<file path="config.mk">
export PLATFORM = sky130hd
export DESIGN_NAME = ipv4_dotted_quad_parser_unit_flat
export DESIGN_NICKNAME = d
export VERILOG_FILES = /design/src/ipv4dq_pkg.sv /design/src/ipv4dq_if.sv /design/src/ipv4dq_in_reg.sv /design/src/ipv4dq_parse.sv /design/src/ipv4_dotted_quad_parser_unit.sv /design/src/flat_wrapper.sv
export SDC_FILE = /design/constraint.sdc
export NUM_CORES = 1
export LEC_CHECK = 0
export ABC_AREA = 1
export BUFFER_PORTS_ARGS = -buffer_cell sky130_fd_sc_hd__buf_2
export CORE_ASPECT_RATIO = 0.8
export CORE_MARGIN = 10
export CORE_UTILIZATION = 40
export CTS_CLUSTER_DIAMETER = 60
export DETAILED_ROUTE_END_ITERATION = 7
export PLACE_DENSITY = 0.68
export SYNTH_ARGS = -nofsm -noshare
export SYNTH_HDL_FRONTEND = slang
export SYNTH_HIERARCHICAL = 1
export SYNTH_SLANG_ARGS = --single-unit
</file>
<file path="constraint.sdc">
create_clock -name clk -period 5.6 [get_ports clk]
set_input_delay 0.56 -clock clk [delete_from_list [all_inputs] [get_ports clk]]
set_output_delay 0.56 -clock clk [all_outputs]
set_load 0.05 [all_outputs]
</file>
<file path="src/ipv4dq_pkg.sv">
package ipv4dq_pkg;

  // Character codes of interest
  localparam logic [7:0] CHAR_ZERO = 8'h30;
  localparam logic [7:0] CHAR_NINE = 8'h39;
  localparam logic [7:0] CHAR_DOT  = 8'h2E;

  // Octet limits
  localparam logic [11:0] OCTET_MAX     = 12'd255;
  localparam logic [1:0]  MAX_DIGITS    = 2'd3;
  localparam logic [1:0]  LAST_POSITION = 2'd3;

  // One character transaction as held in the input register
  typedef struct packed {
    logic [7:0] character;
    logic       last;
    logic       empty_req;
  } item_t;

  // Input register towards the parse stage
  typedef struct packed {
    logic  valid;
    item_t item;
  } stage_t;

  // Running parse state of the current string
  typedef struct packed {
    logic [7:0]  octet_value;
    logic [1:0]  digits_seen;
    logic [1:0]  octet_position;
    logic [23:0] gathered_octets;
    logic [4:0]  chars_seen;
    logic        failed;
  } parse_state_t;

endpackage

</file>
<file path="src/ipv4dq_if.sv">
// Character channel: one string character per transaction
interface ipv4dq_char_if;
  logic       valid;
  logic       ready;
  logic [7:0] character;
  logic       last;
  logic       empty_req;

  modport source (output valid, output character, output last, output empty_req,
                  input ready);
  modport sink (input valid, input character, input last, input empty_req,
                output ready);
endinterface

// Result channel: one parsed address per transaction
interface ipv4dq_result_if;
  logic        valid;
  logic        ready;
  logic        ok;
  logic [31:0] address;

  modport source (output valid, output ok, output address, input ready);
  modport sink (input valid, input ok, input address, output ready);
endinterface

</file>
<file path="src/ipv4dq_in_reg.sv">
module ipv4dq_in_reg (
  input  logic                  clk,
  input  logic                  rst,
  ipv4dq_char_if.sink           chars,
  input  logic                  take,
  output ipv4dq_pkg::stage_t    stage
);

  logic                valid;
  ipv4dq_pkg::item_t   item;
  logic                accept;

  // Free when empty or when the held transaction moves on this cycle
  assign chars.ready = !valid || take;
  assign accept      = chars.valid && chars.ready;

  // Hold the valid flag
  always_ff @(posedge clk) begin
    if (rst) begin
      valid <= 1'b0;
    end else if (accept) begin
      valid <= 1'b1;
    end else if (take) begin
      valid <= 1'b0;
    end
  end

  // Capture the payload
  always_ff @(posedge clk) begin
    if (accept) begin
      item.character <= chars.character;
      item.last      <= chars.last;
      item.empty_req <= chars.empty_req;
    end
  end

  assign stage.valid = valid;
  assign stage.item  = item;

endmodule

</file>
<file path="src/ipv4dq_parse.sv">
module ipv4dq_parse #(
  parameter int MAX_CHARS = 15
) (
  input  logic                  clk,
  input  logic                  rst,
  input  ipv4dq_pkg::stage_t    stage,
  output logic                  take,
  ipv4dq_result_if.source       result
);

  localparam logic [4:0] CHAR_LIMIT = 5'(MAX_CHARS);
  localparam logic [4:0] CHAR_SAT   = 5'(MAX_CHARS + 1);

  ipv4dq_pkg::parse_state_t state;
  ipv4dq_pkg::parse_state_t state_next;
  ipv4dq_pkg::parse_state_t stepped;

  logic        valid;
  logic        ok;
  logic [31:0] address;
  logic        ok_next;
  logic [31:0] address_next;
  logic        ends;
  logic        chars_full;
  logic        is_digit;
  logic [3:0]  digit;
  logic [7:0]  char_off;
  logic [11:0] value;

  // Take the held transaction unless a result is due and the slot is still full
  assign ends = stage.item.last || stage.item.empty_req;
  assign take = stage.valid && (!ends || !valid || result.ready);

  // Work out one character step
  always_comb begin
    stepped    = state;
    chars_full = state.chars_seen >= CHAR_LIMIT;
    char_off   = stage.item.character - ipv4dq_pkg::CHAR_ZERO;
    digit      = char_off[3:0];
    is_digit   = (stage.item.character >= ipv4dq_pkg::CHAR_ZERO) &&
                 (stage.item.character <= ipv4dq_pkg::CHAR_NINE);
    value      = {1'b0, state.octet_value, 3'b000} + {3'b000, state.octet_value, 1'b0} +
                 {8'd0, digit};

    if (chars_full) begin
      stepped.failed     = 1'b1;
      stepped.chars_seen = CHAR_SAT;
    end else begin
      stepped.chars_seen = state.chars_seen + 5'd1;
    end

    if (!stepped.failed) begin
      if (is_digit) begin
        if (state.digits_seen >= ipv4dq_pkg::MAX_DIGITS || value > ipv4dq_pkg::OCTET_MAX) begin
          stepped.failed = 1'b1;
        end else begin
          stepped.octet_value = value[7:0];
          stepped.digits_seen = state.digits_seen + 2'd1;
        end
      end else if (stage.item.character == ipv4dq_pkg::CHAR_DOT) begin
        if (state.digits_seen == 2'd0 || state.octet_position >= ipv4dq_pkg::LAST_POSITION) begin
          stepped.failed = 1'b1;
        end else begin
          stepped.gathered_octets = {state.gathered_octets[15:0], state.octet_value};
          stepped.octet_position  = state.octet_position + 2'd1;
          stepped.octet_value     = 8'd0;
          stepped.digits_seen     = 2'd0;
        end
      end else begin
        stepped.failed = 1'b1;
      end
    end
  end

  // Decide the result and the state left behind
  always_comb begin
    state_next   = stepped;
    ok_next      = 1'b0;
    address_next = 32'd0;
    if (stage.item.empty_req) begin
      state_next = '0;
    end else if (stage.item.last) begin
      ok_next = !stepped.failed && stepped.digits_seen != 2'd0 &&
                stepped.octet_position == ipv4dq_pkg::LAST_POSITION;
      if (ok_next) begin
        address_next = {stepped.gathered_octets, stepped.octet_value};
      end
      state_next = '0;
    end
  end

  // Advance the parse state
  always_ff @(posedge clk) begin
    if (rst) begin
      state <= '0;
    end else if (take) begin
      state <= state_next;
    end
  end

  // Hold the result until the transaction completes
  always_ff @(posedge clk) begin
    if (rst) begin
      valid <= 1'b0;
    end else if (take && ends) begin
      valid <= 1'b1;
    end else if (result.ready) begin
      valid <= 1'b0;
    end
  end

  always_ff @(posedge clk) begin
    if (take && ends) begin
      ok      <= ok_next;
      address <= address_next;
    end
  end

  assign result.valid   = valid;
  assign result.ok      = ok;
  assign result.address = address;

`ifndef SYNTHESIS
  a_chars_bounded: assert property (@(posedge clk) disable iff (rst)
    state.chars_seen <= CHAR_SAT)
    else $error("character count beyond saturation");

  a_value_needs_digits: assert property (@(posedge clk) disable iff (rst)
    state.digits_seen == 2'd0 |-> state.octet_value == 8'd0)
    else $error("octet value without digits");

  a_clear_after_end: assert property (@(posedge clk) disable iff (rst)
    !$past(rst) && $past(take) && $past(ends) |->
      state.chars_seen == 5'd0 && !state.failed && state.octet_position == 2'd0)
    else $error("state not cleared after string end");

  a_stall_holds_result: assert property (@(posedge clk) disable iff (rst)
    valid && !result.ready |-> !(take && ends))
    else $error("result overwritten while stalled");
`endif

endmodule

</file>
<file path="src/ipv4_dotted_quad_parser_unit.sv">
// Channel  Role    Payload                          Completes when
// chars    sink    character[7:0], last, empty_req  valid && ready
// result   source  ok, address[31:0]                valid && ready
//
// One character per cycle sustained unless an ending character waits on a stalled
// result; a result passes through the input register and then the result register.
// Reset (rst, synchronous) clears the parse state and both valid flags.
// A stalled result holds the next ending character in the input register;
// characters before it keep flowing, those after it wait until the result is taken.
module ipv4_dotted_quad_parser_unit #(
  parameter int MAX_CHARS = 15
) (
  input  logic              clk,
  input  logic              rst,
  ipv4dq_char_if.sink       chars,
  ipv4dq_result_if.source   result
);

  ipv4dq_pkg::stage_t stage;
  logic               take;

  ipv4dq_in_reg u_in_reg (
    .clk   (clk),
    .rst   (rst),
    .chars (chars),
    .take  (take),
    .stage (stage)
  );

  ipv4dq_parse #(
    .MAX_CHARS (MAX_CHARS)
  ) u_parse (
    .clk    (clk),
    .rst    (rst),
    .stage  (stage),
    .take   (take),
    .result (result)
  );

endmodule

</file>
<file path="src/flat_wrapper.sv">
// flat-port wrapper written by rule: the top's interface ports become plain ports
module ipv4_dotted_quad_parser_unit_flat 
#(
  parameter int MAX_CHARS = 15
)
  (clk, rst, chars_valid, chars_character, chars_last, chars_empty_req, chars_ready, result_valid, result_ok, result_address, result_ready);
  ipv4dq_char_if chars_i ();
  ipv4dq_result_if result_i ();
  input  logic clk;
  input  logic rst;
  input wire logic [$bits(chars_i.valid)-1:0] chars_valid;
  input wire logic [$bits(chars_i.character)-1:0] chars_character;
  input wire logic [$bits(chars_i.last)-1:0] chars_last;
  input wire logic [$bits(chars_i.empty_req)-1:0] chars_empty_req;
  output wire logic [$bits(chars_i.ready)-1:0] chars_ready;
  output wire logic [$bits(result_i.valid)-1:0] result_valid;
  output wire logic [$bits(result_i.ok)-1:0] result_ok;
  output wire logic [$bits(result_i.address)-1:0] result_address;
  input wire logic [$bits(result_i.ready)-1:0] result_ready;
  assign chars_i.valid = chars_valid;
  assign chars_i.character = chars_character;
  assign chars_i.last = chars_last;
  assign chars_i.empty_req = chars_empty_req;
  assign chars_ready = chars_i.ready;
  assign result_valid = result_i.valid;
  assign result_ok = result_i.ok;
  assign result_address = result_i.address;
  assign result_i.ready = result_ready;
  ipv4_dotted_quad_parser_unit #(.MAX_CHARS(MAX_CHARS)) u_core (.clk(clk), .rst(rst), .chars(chars_i), .result(result_i));
endmodule
</file>
Word-level counts from Yosys, hierarchy flattened:

Index checks and enable logic that the tools add are counted.

* add/subtract/negate cells: 6
* magnitude comparators: 6
* eq/ne operators: 2
* muxes and demuxes: 19
* bitwise logic cells: 2
* reduce and logical (&&, ||, !) cells: 22

Operators by type and width (count)
* 36-bit two-way mux: 3
* 42-bit two-way mux: 2
* 26-bit two-way mux: 1
* 10-bit two-way mux: 2
* 11-bit by 9-bit adder with 12-bit output: 1
* 12-bit by 4-bit adder with 12-bit output: 1
* 12-bit by 8-bit greater-than comparator with 1-bit output (second input constant): 1
* 1-bit two-way mux: 10
* 8-bit by 6-bit == test with 1-bit output (second input constant): 1
* 8-bit by 6-bit >= comparator with 1-bit output (second input constant): 1
* 8-bit by 6-bit <= comparator with 1-bit output (second input constant): 1
* 1-bit logical AND: 6
* 1-bit logical OR: 6
* 2-bit nonzero test: 3
* 5-bit by 1-bit adder with 5-bit output (second input constant): 1
* 5-bit by 4-bit >= comparator with 1-bit output (second input constant): 1
* 5-bit two-way mux: 1
* 2-bit by 1-bit adder with 2-bit output (second input constant): 2
* 2-bit >= comparator (second input constant): 2
* 1-bit logical NOT: 4
* 4-bit by 1-bit subtractor with 4-bit output (second input constant): 1
* 3-bit OR reduction: 1
* 2-bit == test (second input constant): 1
* 2-bit logical NOT: 1
* 2 further kinds: 3

* flip-flop bits (word level): 87
* input port bits: 14
* output and inout bits: 35
* logic and storage cells: 70

Depth between registers and ports, before layout:

Gate-level depths: netlist of run 1.

* depth in word-level cells: 12
* depth in mapped cells: 20
* depth with buffers taken out: 19

By module:

Netlist of run 1, hierarchy kept.

Modules (own cells, without submodules)
* ipv4dq_parse: instances 1, cells each 535, area each 4441.8 µm²
* ipv4dq_in_reg: instances 1, cells each 17, area each 355.3 µm²

Worst setup path after synthesis of run 1:

Ideal clock, no wire load.

* kind: flip-flop to flip-flop
* from: register u_core.u_in_reg.item, in the netlist u_core/u_in_reg/stage[5]
* to: register u_core.u_parse.address[10], in the netlist u_core/u_parse/result.address[10] (data pin)
* library setup time: 256 ps
* data arrival time: 2695 ps
* required time: 5344 ps
* path slack: 2648 ps
* stages on the path, launching flop included: 20
* buffers on the path: 1
* clock period less this slack: 2952 ps
* cells stage by stage: edfxtp_1 > inv_1 > fa_1 > inv_1 > fa_1 > nand2_1 > nand2_1 > nand3_1 > nand3_1 > nand2_2 > nand2_4 > nor2_8 > nand3_2 > nand2_1 > nand2_1 > nand2_1 > nand2_2 > nand2_4 > buf_12 > nor2_4

* cells in the longest elaborated chain, start to end: 12
* elaborated cells between the ends (all ways): 24
* those cells by class: add/sub (2); order compare (3); eq/ne (2); mux (9); bitwise (1); reduce/logical (7)

Ends and longest elaborated chain
* from (decl): RTL line ipv4dq_in_reg.sv:10 `ipv4dq_pkg::item_t item;`
* 4-bit by 1-bit subtractor with 4-bit output: RTL line ipv4dq_parse.sv:38 `char_off = stage.item.character - ipv4dq_pkg::CHAR_ZERO;`
* 12-bit by 4-bit adder with 12-bit output: RTL line ipv4dq_parse.sv:42 `value = {1'b0, state.octet_value, 3'b000} + {3'b000, state.octet_value, 1'b0} +`
* 12-bit by 8-bit greater-than comparator with 1-bit output: RTL line ipv4dq_parse.sv:54 `if (state.digits_seen >= ipv4dq_pkg::MAX_DIGITS || value > ipv4dq_pkg::OCTET_MAX) begin`
* 1-bit logical OR: RTL line ipv4dq_parse.sv:54
* 10-bit two-way mux or 1-bit two-way mux (tied branches): RTL line ipv4dq_parse.sv:54
* 10-bit two-way mux or 1-bit two-way mux (tied branches): RTL line ipv4dq_parse.sv:53 `if (is_digit) begin`
* 36-bit two-way mux or 1-bit two-way mux (tied branches): RTL line ipv4dq_parse.sv:52 `if (!stepped.failed) begin`
* 2-bit nonzero test or 1-bit logical NOT (tied branches): RTL line ipv4dq_parse.sv:83 `ok_next = !stepped.failed && stepped.digits_seen != 2'd0 &&`
* 1-bit logical AND (2 in a row): RTL line ipv4dq_parse.sv:83
* 1-bit inverter (no line)
* 3-bit OR reduction (no line)
* to (signal assigned): RTL line ipv4dq_parse.sv:115 `address <= address_next;`
* to (decl): RTL line ipv4dq_parse.sv:20 `logic [31:0] address;`

Parallel ways exist; a longest one is shown, timed or not.
A chain may end at the register's enable or synchronous reset.

Worst setup path after layout of run 1:

* from: register u_core/u_parse/state[34] in the netlist's numbering
* to: register u_core.u_parse.address[31], in the netlist u_core/u_parse/result.address[31] (data pin)

* cells in the longest elaborated chain, start to end: 12
* elaborated cells between the ends (all ways): 16
* those cells by class: add/sub (2); order compare (1); mux (6); bitwise (1); reduce/logical (6)

Ends and longest elaborated chain
* from (decl): RTL line ipv4dq_parse.sv:14 `ipv4dq_pkg::parse_state_t state;`
* from (signal assigned): RTL line ipv4dq_parse.sv:97 `state <= state_next;`
* 11-bit by 9-bit adder with 12-bit output (*): RTL line ipv4dq_parse.sv:42
* 12-bit by 4-bit adder with 12-bit output (*): RTL line ipv4dq_parse.sv:42
* 12-bit by 8-bit greater-than comparator with 1-bit output (*): RTL line ipv4dq_parse.sv:54
* 1-bit logical OR (*): RTL line ipv4dq_parse.sv:54
* 10-bit two-way mux or 1-bit two-way mux (tied branches): RTL line ipv4dq_parse.sv:54
* 10-bit two-way mux or 1-bit two-way mux (tied branches): RTL line ipv4dq_parse.sv:53
* 36-bit two-way mux or 1-bit two-way mux (tied branches): RTL line ipv4dq_parse.sv:52
* 2-bit nonzero test or 1-bit logical NOT (tied branches): RTL line ipv4dq_parse.sv:83
* 1-bit logical AND (*) (2 in a row): RTL line ipv4dq_parse.sv:83
* 1-bit inverter (no line) (*)
* 3-bit OR reduction (no line) (*)

Every way passes the cells marked *; elsewhere a longest branch is shown, timed or not.

==> flow_metrics.py, run 1 <==
metrics = {
    "power": {
        "seqPwrFrac_pct": 49.4,
        "switching_share_pct": 23.85,
        "finalPower_mw": 1.404,
        "internal_power_mw": 1.069,
        "power_per_cell_area_nw_per_um2": 260.2,
        "comb_power_share_pct": 7.8,
        "p_clk_share_pct": 42.8,
        "p_leak_nw": 2.081,
        "vdd_drop_max_mv": 0.1682,
        "switching_power_mw": 0.3349,
    },
    "timing": {
        "tightest_slew_ns": 0.9897,
        "slew_violations": 0,
        "final-setup-viol-count": 0,
        "rsz0062_at_grt": "false",
        "skew_ns": 0.006194,
        "setup_tns_ns": 0,
        "period_needed_ns": 3.681,
        "finalHoldViolCount": 0,
        "hold_slack_ns": 0.3937,
        "fmax_ghz": 0.2717,
        "min_period_over_period_pct": 65.73,
        "relSlewSlack_pct": 33.86,
    },
    "clock_network": {
        "clkTransAtPathRegs_ns": 0.06,
        "cts_buffers": 9,
        "clockBufferDepth": 2,
        "cts_tree": "done",
        "cts_resized": 0,
        "clock_sinks": 87,
        "h-tree-depth": 3,
        "cts_setup_buffers": 0,
        "cts_hold_buffers": 0,
        "root_buffer": "clkbuf_16",
        "insertion_delay_ns": 0.34,
    },
    "yosys": {
        "yosys.area.top_type": "edfxtp_1",
        "ys_ff_latch": 87,
        "synth_top_area_share_pct": 26.92,
        "yosysWarnings": 6,
        "async_flop_share_pct": 0,
        "yosys_most_used_dff": "dfxtp_1",
        "synth_cells": 552,
        "synth_edf_count": 43,
        "synth_fp_nets": 588,
        "syn_area_um2": 4797,
        "synth_cell_types": 42,
        "synth-seq-area-share_pct": 45.28,
        "synth_area_leaders": "edfxtp_1 27%, dfxtp_1 18%, nand2_1 8.7%",
        "synth.avg_cell_area_um2": 8.690,
    },
    "worst_hold_path": {
        "hold_class": "in2reg",
    },
    "critical_path": {
        "crit_chain": "inv_1 > fa_1 > inv_1 > fa_1 > nand2_1 > nand2_1 > nand3_1 > nand3_1 > nand2_2 > nand2_4 > nor2_8 > nand3_2 > nand2_1 > nand2_1 > nand2_1 > nand2_2 > nand2_4 > nor2_1",
        "critPathArrivalTime_ns": 3.74,
        "startpoint_type": "flop",
        "critPathMaxFanout": 33,
        "slowest_stage": "nand2_4",
        "required_ns": 5.66,
        "worst-path-buf-inv": 2,
        "path_delay_family": "simple AND/OR/NAND/NOR gates",
        "critPathKind": "reg2reg",
        "cpMostUsedCell": "nand2_1",
        "cpPeakStageDelay_ns": 0.61,
        "endpoint_kind": "flop",
    },
    "die": {
        "die_w_um": 142.4,
        "io_pins": 49,
        "dieHeight_um": 118.0,
        "die_area_um2": 16800,
        "placeableCoreArea_um2": 11600,
        "initial_core_util_pct": 41.34,
        "fp-row-count": 35,
    },
    "run_status": {
        "status": "completed",
    },
    "layout": {
        "final_common_cell": "nand2_1",
        "area_growth_pct": 12.49,
        "nets": 626,
        "stdcell_area_um2": 5396,
        "drive_gt1_share_pct": 23.19,
        "final_cell_mix": "111 x nand2_1, 74 x inv_1, 50 x nor2_1",
        "fillCellCount": 1095,
        "diodes": 0,
    },
    "global_route": {
        "track_usage_pct": 12.54,
        "antenna_found_initial": 0,
        "grt_max_degree": 52,
        "grt_pass1_vias": 3540,
        "grt_pass1_wl_um": 17400,
        "gr-total-overflow": 0,
    },
    "run": {
        "cap_violations": 0,
    },
    "routing": {
        "wirelength_um": 10420,
        "vias_per_cell": 4.965,
        "drtPass1Iterations": 5,
        "vias": 3689,
        "ant_nets": 0,
        "drcViolationCount": 0,
        "drt_iter0_drc": 355,
        "routedWlPerCell_um": 14.02,
    },
    "placed_design": {
        "place.gp.congestion": 0.8528,
        "place_area_um2": 5092,
        "hpwl_um": 7437,
        "port_buffers": 48,
    },
}
-- sequential cells by signal (all words and copies together), names as in the netlist --
| signal | count |
|---|---|
| u_core/u_parse/result.address | 32 |
| u_core/u_parse/state | 42 |
| u_core/u_parse/result.valid | 1 |
| u_core/u_in_reg/valid | 1 |
| u_core/u_in_reg/stage | 10 |
| u_core/u_parse/result.ok | 1 |
-- layout make-up --
| cell class | instances | area [um^2] | share of cell area (%) |
|---|---|---|---|
| clock buffers | 11 | 246.5 | 4.568 |
| clock inverters | 5 | 57.56 | 1.067 |
| multi-input cells | 363 | 2186 | 40.51 |
| well taps | 148 | 185.2 | 3.431 |
| repair buffers | 49 | 247.7 | 4.591 |
| inverters | 80 | 301.5 | 5.588 |
| flip-flops and latches | 87 | 2172 | 40.25 |
-- stage by stage --
stage / cells / util (%) / worst slack (ns)
floorplan: 552 / - / 2.648
global placement: 727 / 43.88 / 2.008
detailed placement: 727 / 43.88 / 1.906
CTS: 743 / 46.50 / 1.905
global route: 743 / 46.50 / 1.619
finish: 743 / 46.50 / 1.919
-- routing by layer --
layer	up-vias	track usage (%)	part of all wire, %
met5	-	0	0
met4	0	3.346	0.94
met3	10	3.992	6.4
met2	113	18.35	44
met1	1714	17.27	49
li1	1852	-	-
-- path summary, 6_finish.rpt --
path / start / endpoint / slack (ns) / depth (start not counted)
setup reg to reg: u_core/u_parse/state[34] / u_core/u_parse/result.address[31] / 1.92 / 18
setup / recovery: u_core/u_parse/state[34] / u_core/u_parse/result.address[31] / 1.92 / 18
hold reg to reg: u_core/u_parse/state[23] / u_core/u_parse/state[23] / 0.47 / 2
hold / removal: chars_last / u_core/u_in_reg/stage[1] / 0.39 / 1
-- power by group through the flow --
stage	combinational, mW	clock [mW]	sequential (mW)
floorplan	0.0419	0	0.745
global placement	0.109	0	0.707
detailed placement	0.111	0	0.707
CTS	0.111	0.616	0.694
global route	0.118	0.646	0.695
finish	0.109	0.602	0.693
-- Yosys cell counts (2+ instances only) --
cell type,n
nor2_1,51
fa_1,2
o22ai_1,12
edfxtp_1,43
a21oi_1,43
buf_4,2
nand3_1,22
clkbuf_1,13
or2_1,10
clkinv_1,2
dfxtp_1,44
buf_2,2
nor2_2,8
nand3_2,3
nor3_1,3
inv_1,74
nand2_2,7
buf_12,3
nand2_1,111
ha_1,20
o21ai_0,10
nand4_1,4
xnor2_1,2
xor2_1,2
nor2_4,24
nand2_4,4
inv_2,3
a21oi_2,14
-- kinds of logic (layout without fill, tap and decap cells) --
logic type	Yosys count	in the layout	synth area share, %
xor gates and xnor gates	5	5	1.070
AOI/OAI and AO/OA	81	81	10.09
and+or+nand+nor	254	254	27.91
adders and majority gates	22	22	6.051
muxes	1	1	0.2087
buffers and inverters	102	145	9.390
DFF	87	87	45.28
Power figures use the tool's default switching activity.
==> run 2: changes to the inputs <==
Settings changed: PLACE_DENSITY 0.68 to 0.7.
Clock period 5.6 ns to 3.1 ns, I/O delays scaled along.
==> flow_metrics.py, run 2 (synthesis results as in run 1) <==
metrics = {
    "timing": {
        "fmax_ghz": 0.3416,
        "setup_tns_ns": 0,
        "slew_violations": 0,
        "rsz0062_at_grt": "false",
        "min_period_over_period_pct": 94.44,
        "skew_ns": 0.006836,
        "tightest_slew_ns": 0.8309,
        "period_needed_ns": 2.928,
        "layout_setup_ws_ns": 0.1725,
        "relSlewSlack_pct": 44.60,
        "finalHoldViolCount": 0,
        "final-setup-viol-count": 0,
    },
    "critical_path": {
        "required_ns": 3.19,
        "worstReg2RegStart": "u_core/u_parse/state[36]",
        "critPathMaxFanout": 6,
        "slowest_stage": "fa_1",
        "cpMostUsedCell": "nand2_2",
        "critPathArrivalTime_ns": 3.02,
        "crit_chain": "inv_2 > fa_1 > inv_2 > fa_2 > nand2_2 > nand2_2 > nand3b_1 > nand3_1 > nand2_2 > nand2_4 > inv_1 > nand2_1 > a21oi_2 > nand2_1 > inv_1 > nand2_4 > nand2_8 > buf_4 > nor2_1",
        "endpoint_kind": "flop",
        "cpPeakStageDelay_ns": 0.54,
        "critPathKind": "reg2reg",
        "critPathLaunch": "u_core/u_parse/state[36]",
        "startpoint_type": "flop",
    },
    "die": {
        "placeableCoreArea_um2": 11600,
        "die_w_um": 142.4,
        "fp-row-count": 35,
        "io_pins": 49,
        "dieHeight_um": 118.0,
        "die_area_um2": 16800,
        "initial_core_util_pct": 41.34,
    },
    "clock_network": {
        "root_buffer": "clkbuf_16",
        "cts_tree": "done",
        "clockBufferDepth": 2,
        "insertion_delay_ns": 0.34,
        "h-tree-depth": 3,
        "cts_buffers": 9,
        "clkTransAtPathRegs_ns": 0.06,
        "clock_sinks": 87,
    },
    "power": {
        "finalPower_mw": 2.404,
        "power_per_cell_area_nw_per_um2": 429.2,
        "vdd_drop_max_mv": 0.2519,
        "p_leak_nw": 2.158,
    },
    "layout": {
        "drive_gt1_share_pct": 28.29,
        "biggestRegsByFlops": "u_core/u_parse/state x42, u_core/u_parse/result.address x32, u_core/u_in_reg/stage x10",
        "nets": 646,
        "fin_util_pct": 48.27,
        "area_growth_pct": 16.77,
        "final_cell_mix": "104 x nand2_1, 70 x inv_1, 48 x buf_2, 48 x nor2_1, 43 x edfxtp_1",
        "regMostFlops": "u_core/u_parse/state",
        "largest_register_ffs": 42,
        "diodes": 0,
        "final_cells": 763,
        "final_common_cell": "nand2_1",
    },
    "worst_hold_path": {
        "hold_class": "in2reg",
        "worstHoldStart": "chars_character[2]",
    },
    "placed_design": {
        "hpwl_um": 7627,
        "place_inst": 741,
        "place_ws_ns": -0.05216,
        "port_buffers": 48,
        "place.gp.congestion": 0.8484,
    },
    "routing": {
        "drt_iter0_drc": 320,
        "vias_per_cell": 4.932,
        "ant_nets": 0,
        "drtPass1Iterations": 5,
        "drcViolationCount": 0,
        "wirelength_um": 10620,
        "routedWlPerCell_um": 13.92,
        "vias": 3763,
    },
    "global_route": {
        "grt_max_degree": 43,
        "grt_pass1_wl_um": 17500,
        "track_usage_pct": 12.55,
        "grt_pass1_vias": 3630,
        "gr-total-overflow": 0,
        "antenna_found_initial": 0,
    },
    "run_status": {
        "status": "completed",
    },
    "run": {
        "cap_violations": 0,
    },
}
==> run 2: cell count changes in the layout (fill, tap and decap cells not counted), sizes merged <==
cell | before | now
clkinv | 7 | 6
buf | 49 | 69
bufinv | 1 | 0
clkbuf | 11 | 13
==> run 2: routing by layer <==
layer	track usage [%]	vias to the layer above	part of all wire (%)
met1	16.49	1776	46
met3	4.113	9	7.7
met4	2.588	0	0.71
li1	-	1892	-
met5	0	-	0
met2	19.58	86	46
==> run 2: critical path, delay by kind of cell (launching register included) <==
kind,cells,cell delay [ns]
adder cells (fa/ha/maj),2,0.91
AO/OA/AOI/OAI,1,0.12
buffers and inverters,5,0.43
flip-flops,1,0.33
AND/OR/NAND/NOR,11,0.90
==> run 2: repair_timing <==
action	in CTS	in global routing
pin swaps	6	16
hold buffers	0	0
buffers inserted	4	4
cloned	1	0
resized for setup	7	19
setup endpoints to repair	32	34
==> run 2: power by group <==
group	switching [mW]	leakage, nW	internal [mW]
registers	0.0113	0.773	1.24
logic	0.159	1.26	0.0425
clock network	0.414	0.127	0.540
total	0.584	2.16	1.82
==> run 2: worst paths after layout <==
path,slack [ns],depth (start not counted),to
worst max register to register,0.17,19,u_core/u_parse/result.address[31]
worst min-delay path,0.14,1,u_core/u_in_reg/stage[4]
worst max-delay path,0.17,19,u_core/u_parse/result.address[31]
worst min register to register,0.47,2,u_core/u_parse/state[24]
==> run 2: through the flow <==
stage	area [um^2]	hold slack (ns)
final	5602	0.1425
after global routing	5602	0.1336
after CTS	5558	0.1314
after detailed placement	5223	0.4554
after global placement	5223	0.4516
after floorplan	4797	0.3724
==> run 2: cell type report <==
class | instances | area [um^2]
fill | 1076 | 6003
inverter | 80 | 301.5
timing repair buffer | 69 | 442.9
tap | 148 | 185.2
sequential | 87 | 2176
multi-input combinational | 363 | 2241
clock inverter | 3 | 15.01
clock buffer | 13 | 240.2
